===== config.mk =====
export PLATFORM = sky130hd
export DESIGN_NAME = dhfk_ctrl
export DESIGN_NICKNAME = d
export VERILOG_FILES = /design/src/design/dhfk_pkg.sv /design/src/design/dhfk_ctrl.sv
export SDC_FILE = /design/constraint.sdc
export NUM_CORES = 1
export LEC_CHECK = 0
export BUFFER_PORTS_ARGS = -buffer_cell sky130_fd_sc_hd__buf_2
export CAP_MARGIN = 20
export CORE_MARGIN = 3
export CORE_UTILIZATION = 30
export DETAILED_ROUTE_END_ITERATION = 8
export GPL_TIMING_DRIVEN = 0
export PLACE_DENSITY_LB_ADDON = 0.15
export RECOVER_POWER = 100
export SLEW_MARGIN = 20
export SYNTH_ARGS = -nofsm -noshare
export SYNTH_HDL_FRONTEND = slang
export SYNTH_SLANG_ARGS = --single-unit

===== constraint.sdc =====
create_clock -name clk -period 2.6 [get_ports clk]
set_input_delay 0.78 -clock clk [delete_from_list [all_inputs] [get_ports clk]]
set_output_delay 0.78 -clock clk [all_outputs]
set_load 0.02 [all_outputs]

===== src/design/dhfk_pkg.sv =====
`timescale 1ns / 1ps
// ----------------------------------------------------------------------------
// dhfk_pkg
// Shared types, fixed-point constants and helpers of the DH kinematics chain.
// ----------------------------------------------------------------------------
package dhfk_pkg;

  // Fraction bits of rotation values and CORDIC step count
  localparam int ROT_FRAC_BITS = 30;
  localparam int CORDIC_STEPS  = 24;

  // Angle / CORDIC datapath word and full product word
  typedef logic signed [33:0] ang_t;
  typedef logic signed [67:0] prod_t;
  typedef logic signed [31:0] word_t;

  localparam ang_t PI_Q28          = 34'sd843314857;
  localparam ang_t TWO_PI_Q28      = 34'sd1686629713;
  localparam ang_t HALF_PI_Q28     = 34'sd421657428;
  localparam ang_t CORDIC_GAIN_Q30 = 34'sd652032874;

  // 1.0 in rotation format
  localparam ang_t  ONE_ROT = 34'sd1 <<< ROT_FRAC_BITS;
  localparam word_t ONE_W   = word_t'(ONE_ROT);

  // Product rounding, half up
  localparam prod_t RND_HALF = 68'sd1 <<< (ROT_FRAC_BITS - 1);

  // CORDIC output rounding from Q.30 to rotation format
  localparam int   CORD_SH   = 30 - ROT_FRAC_BITS;
  localparam ang_t CORD_HALF = (34'sd1 <<< CORD_SH) >>> 1;

  // Matrix column that carries the position
  localparam logic [1:0] COL_POS = 2'd3;

  // Link transform products
  typedef enum logic [2:0] {
    LNK_L01 = 3'd0,
    LNK_L02 = 3'd1,
    LNK_L11 = 3'd2,
    LNK_L12 = 3'd3,
    LNK_LT0 = 3'd4,
    LNK_LT1 = 3'd5
  } link_op_t;

  // Controller to datapath
  typedef struct packed {
    logic       in_ready;
    logic       emit;
    logic       emit_kind;
    logic       emit_last;
    logic [1:0] emit_row;
    logic       cord_start;
    logic       cord_sel;
    logic       mul_en;
    logic       mul_link;
    link_op_t   link_idx;
    logic [1:0] col;
    logic [1:0] term;
  } ctrl_cmd_t;

  // Datapath to controller
  typedef struct packed {
    logic in_valid;
    logic out_free;
    logic cord_done;
    logic last_joint;
  } dp_status_t;

  function automatic ang_t atan_q30(input logic [4:0] idx);
    ang_t v;
    case (idx)
      5'd0:  v = 34'sd843314857;
      5'd1:  v = 34'sd497837829;
      5'd2:  v = 34'sd263043837;
      5'd3:  v = 34'sd133525159;
      5'd4:  v = 34'sd67021687;
      5'd5:  v = 34'sd33543516;
      5'd6:  v = 34'sd16775851;
      5'd7:  v = 34'sd8388437;
      5'd8:  v = 34'sd4194283;
      5'd9:  v = 34'sd2097149;
      5'd10: v = 34'sd1048576;
      5'd11: v = 34'sd524288;
      5'd12: v = 34'sd262144;
      5'd13: v = 34'sd131072;
      5'd14: v = 34'sd65536;
      5'd15: v = 34'sd32768;
      5'd16: v = 34'sd16384;
      5'd17: v = 34'sd8192;
      5'd18: v = 34'sd4096;
      5'd19: v = 34'sd2048;
      5'd20: v = 34'sd1024;
      5'd21: v = 34'sd512;
      5'd22: v = 34'sd256;
      5'd23: v = 34'sd128;
      5'd24: v = 34'sd64;
      5'd25: v = 34'sd32;
      5'd26: v = 34'sd16;
      5'd27: v = 34'sd8;
      5'd28: v = 34'sd4;
      5'd29: v = 34'sd2;
      default: v = '0;
    endcase
    return v;
  endfunction

  function automatic word_t sat32(input prod_t v);
    word_t r;
    if (v > 68'sd2147483647) begin
      r = 32'sh7fffffff;
    end else if (v < -68'sd2147483648) begin
      r = 32'sh80000000;
    end else begin
      r = v[31:0];
    end
    return r;
  endfunction

  function automatic prod_t rnd_rot(input prod_t v);
    return (v + RND_HALF) >>> ROT_FRAC_BITS;
  endfunction

endpackage


===== src/design/dhfk_ctrl.sv =====
`timescale 1ns / 1ps
// ----------------------------------------------------------------------------
// dhfk_ctrl
// Sequencer: emits rows, runs both CORDIC passes and the product schedule.
// ----------------------------------------------------------------------------
module dhfk_ctrl
  import dhfk_pkg::*;
(
  input  logic       clk,
  input  logic       rst_n,
  input  dp_status_t sts,
  output ctrl_cmd_t  cmd
);

  typedef enum logic [9:0] {
    S_IDLE     = 10'b0000000001,
    S_EMIT_PRE = 10'b0000000010,
    S_CT_GO    = 10'b0000000100,
    S_CT_WAIT  = 10'b0000001000,
    S_CA_GO    = 10'b0000010000,
    S_CA_WAIT  = 10'b0000100000,
    S_LINK     = 10'b0001000000,
    S_FRAME    = 10'b0010000000,
    S_DRAIN    = 10'b0100000000,
    S_EMIT_END = 10'b1000000000
  } state_t;

  state_t     state_r, state_nxt;
  logic [1:0] cnt_r, cnt_nxt;
  link_op_t   link_r, link_nxt;
  logic [1:0] col_r, col_nxt;
  logic [1:0] term_r, term_nxt;
  logic [1:0] term_end;

  assign term_end = (col_r == COL_POS) ? 2'd3 : 2'd2;

  always_comb begin
    cmd       = '0;
    state_nxt = state_r;
    cnt_nxt   = cnt_r;
    link_nxt  = link_r;
    col_nxt   = col_r;
    term_nxt  = term_r;
    cmd.emit_row = cnt_r;
    cmd.link_idx = link_r;
    cmd.col      = col_r;
    cmd.term     = term_r;
    unique case (state_r)
      S_IDLE: begin
        cmd.in_ready = 1'b1;
        if (sts.in_valid) begin
          cnt_nxt   = '0;
          state_nxt = S_EMIT_PRE;
        end
      end
      S_EMIT_PRE: begin
        // Frame before this joint
        if (sts.out_free) begin
          cmd.emit      = 1'b1;
          cmd.emit_last = !sts.last_joint && (cnt_r == 2'd2);
          if (cnt_r == 2'd2) begin
            state_nxt = S_CT_GO;
          end else begin
            cnt_nxt = cnt_r + 2'd1;
          end
        end
      end
      S_CT_GO: begin
        cmd.cord_start = 1'b1;
        state_nxt      = S_CT_WAIT;
      end
      S_CT_WAIT: begin
        if (sts.cord_done) begin
          state_nxt = S_CA_GO;
        end
      end
      S_CA_GO: begin
        cmd.cord_start = 1'b1;
        cmd.cord_sel   = 1'b1;
        state_nxt      = S_CA_WAIT;
      end
      S_CA_WAIT: begin
        if (sts.cord_done) begin
          link_nxt  = LNK_L01;
          state_nxt = S_LINK;
        end
      end
      S_LINK: begin
        cmd.mul_en   = 1'b1;
        cmd.mul_link = 1'b1;
        if (link_r == LNK_LT1) begin
          col_nxt   = '0;
          term_nxt  = '0;
          cnt_nxt   = '0;
          state_nxt = S_FRAME;
        end else begin
          link_nxt = link_op_t'(link_r + 3'd1);
        end
      end
      S_FRAME: begin
        // One product per cycle on the current top row
        cmd.mul_en = 1'b1;
        if (term_r == term_end) begin
          term_nxt = '0;
          if (col_r == COL_POS) begin
            state_nxt = S_DRAIN;
          end else begin
            col_nxt = col_r + 2'd1;
          end
        end else begin
          term_nxt = term_r + 2'd1;
        end
      end
      S_DRAIN: begin
        // Last product of the row lands and the rows advance
        col_nxt = '0;
        if (cnt_r == 2'd2) begin
          cnt_nxt   = '0;
          state_nxt = sts.last_joint ? S_EMIT_END : S_IDLE;
        end else begin
          cnt_nxt   = cnt_r + 2'd1;
          state_nxt = S_FRAME;
        end
      end
      S_EMIT_END: begin
        if (sts.out_free) begin
          cmd.emit      = 1'b1;
          cmd.emit_kind = 1'b1;
          cmd.emit_last = (cnt_r == 2'd2);
          if (cnt_r == 2'd2) begin
            state_nxt = S_IDLE;
          end else begin
            cnt_nxt = cnt_r + 2'd1;
          end
        end
      end
      default: begin
        state_nxt = S_IDLE;
      end
    endcase
  end

  always_ff @(posedge clk) begin
    if (!rst_n) begin
      state_r <= S_IDLE;
      cnt_r   <= '0;
      link_r  <= LNK_L01;
      col_r   <= '0;
      term_r  <= '0;
    end else begin
      state_r <= state_nxt;
      cnt_r   <= cnt_nxt;
      link_r  <= link_nxt;
      col_r   <= col_nxt;
      term_r  <= term_nxt;
    end
  end

endmodule


==> results.toml <==
[yosys]
synth_cells = 165
synth_cell_types = 52
synth_async_sr_flop_share_pct = 0
ys_seq_elements = 19
syn-num-nets = 177
synth.yosys.seq_area_share_pct = 27.6
ys_warn_count = 0
synth-edff-count = 0
synth_area_sq_um = 1380
avgSynthCellArea_sq_um = 8.34
synth_ff_type = "dfxtp_1"

[global_routing]
gr-usage-all-layers_pct = 15.0
grt-ovfl-total = 0
antenna_found_initial = 0
grt_pass1_wl_um = 6380
grt_start_max_net_pins = 11
grt_pass1_vias = 1376

[cells_and_area]
final_common_cell = "buf_2"
layout-drive-gt1-share_pct = 31.2
syn_to_final_growth_pct = 21.6
fin_nets = 212
mostFrequentLayoutCells = "buf_2, nand2_1, dfxtp_1, buf_4, nor2_1"
antennaDiodeCount = 0

[timing]
timing.final.crit_share_pct = 102
period_minus_slack_ns = 2.65
setup_ws_ns = -0.0529
fmax_mhz = 377
setup_violations = 1
slew_headroom_pct = 61.3
fin_setup_tns_ns = -0.0529
worst_slew_pin_slew_ns = 0.576
finalHoldWorstSlack_ns = 0.505
fin_skew_ns = 0.00152
finalMaxSlewViolations = 0
hold_violations = 0
rsz0062_at_grt = "true"

[min_path]
hold_class = "flop to flop"
min_path_cells = 2
whs_endpoint = "col_r[1]$_SDFFE_PN0P_"
min_from = "col_r[1]$_SDFFE_PN0P_"

[place]
dp_hpwl_um = 2770
place_congestion = 0.824
dp_worst_setup_slack_ns = 0.0478
port_buffers = 22

[detailed_routing]
drt_iter0_drc = 137
viasPerCell = 5.40
wirelength_um = 3850
ant_nets = 0
drc_errors = 0
wl_per_cell_um = 15.3
vias = 1355
dr.pass1.iters = 4

[setup_path]
rrSetupSlack_ns = 0.51
reg2reg_depth = 8
rr_endpoint = "state_r[0]$_SDFFE_PN1P_"
end_kind = "primary output"
crit_required_ns = 1.82
path_max_fanout = 6
critical_path_class = "flop to primary output"
worst_ep_arrival_time_ns = 1.87
critPathLaunchType = "flop"
rr_startpoint = "state_r[5]$_SDFFE_PN0P_"

[die]
io_pins = 23
placementRows = 24
core_sq_um = 4380
die_area_sq_um = 5440
fp.dieW_um = 73.7
start_util_pct = 31.4
die_h_um = 73.7

[power]
power_leakage_uw = 0.000767
peakVddDrop_uv = 302
powerDensity_nw_per_um2 = 680

[flow_run]
maxCapViolations = 0

[clocking]
cts_num_sinks = 19
cts_tree = "built"
clk_pin_slew_ns = 0.08
cts_max_path_buffers = 2
numCtsBuffers = 3
insertion_delay_ns = 0.25
h-tree-depth = 1
clock-root-buffer = "clkbuf_8"

[status]
violations = "setup timing"
status = "finished, violations left"
[stage by stage]
| stage | power, uW | util (%) | instances | cell area [sq um] |
|---|---|---|---|---|
| floorplan | 773 | - | 165 | 1380 |
| global placement | 894 | 35.4 | 239 | 1550 |
| CTS | 1150 | 37.7 | 248 | 1650 |
| finish | 1140 | 38.2 | 251 | 1670 |
| global route | 1220 | 38.2 | 251 | 1670 |
| detailed placement | 900 | 35.4 | 239 | 1550 |
[Yosys cell counts (3+ instances only)]
library cell	instances	share of area [%]
inv_1	6	1.6
o22ai_1	3	1.4
buf_2	7	2.5
nand2_1	18	4.9
o21ai_0	5	1.8
xor2_1	4	2.5
ha_1	6	5.5
and2_1	3	1.4
nand2b_1	3	1.4
nand3_1	5	1.8
nor3_1	9	3.3
o21a_1	3	1.6
nor3b_1	3	1.6
dfxtp_1	19	28
nor2b_1	9	4.1
and3_1	3	1.4
nor2_1	11	3.0
a21oi_1	6	2.2
[where the power goes]
part	internal, uW	switching, uW	total, uW
clock network	109	103	212
registers	322	24.8	347
logic	257	323	580
[what timing repair did]
item | CTS | global route
endpoints found under the setup margin | 3 | 3
hold buffers | 0 | 0
pin swaps | 3 | 3
buffers inserted | 6 | 3
gates resized for setup | 7 | 0
[how the worst max path moves through the flow]
stage / start / endpoint / slack (ns) / cells past startpoint
floorplan: state_r[9]$_SDFFE_PN0P_ / cmd[13] / 0.16 / 6
global placement: state_r[9]$_SDFFE_PN0P_ / cmd[13] / 0.05 / 7
detailed placement: state_r[9]$_SDFFE_PN0P_ / cmd[13] / 0.05 / 7
CTS: state_r[9]$_SDFFE_PN0P_ / cmd[13] / -0.06 / 6
global route: state_r[8]$_SDFFE_PN0P_ / cmd[13] / -0.12 / 6
finish: state_r[8]$_SDFFE_PN0P_ / cmd[13] / -0.05 / 6
[worst max-delay path, stage by stage, from the launching register on]
cell and delay (ns):
dfxtp_4 0.37, or4_4 0.56, nor3_4 0.16, nor3b_2 0.19, a31oi_1 0.06, nor2_1 0.13
buf_4 0.15
[state kept, by name, summed over array words and instances, names as in the netlist]
register  count
cnt_r         2
col_r         2
link_r        3
state_r      10
term_r        2
[cells by family (layout without fill, tap and decap cells)]
| logic type | after synthesis | in the layout | share of synthesized area (%) |
|---|---|---|---|
| AO/OA/AOI/OAI | 32 | 32 | 17.6 |
| multiplexers | 2 | 2 | 1.45 |
| adder cells (fa/ha/maj) | 6 | 6 | 5.45 |
| AND/OR/NAND/NOR | 83 | 83 | 38.3 |
| flip-flops | 19 | 19 | 27.6 |
| buffers and inverters | 18 | 52 | 6.36 |
| XOR/XNOR | 5 | 5 | 3.18 |
[area by class of cell]
class	count	area (sq um)
clock buffers	4	45.0
well taps	52	65.1
inverters	7	26.3
plain buffers	10	56.3
repair buffers	31	179
flip-flops and latches	19	389
fillers	459	2710
multi-input cells	128	913
[layer usage]
metal  routed length, um  part of all wire [%]  vias to the layer above  track usage (%)
met5                   0                     0                        -                0
met4                  65                   1.7                        0             3.62
met3                 172                   4.5                        6             3.83
met2                1760                    46                       34             25.0
met1                1850                    48                      643             19.3
li1                    -                     -                      672                -
(Power assumes the default switching activity.)
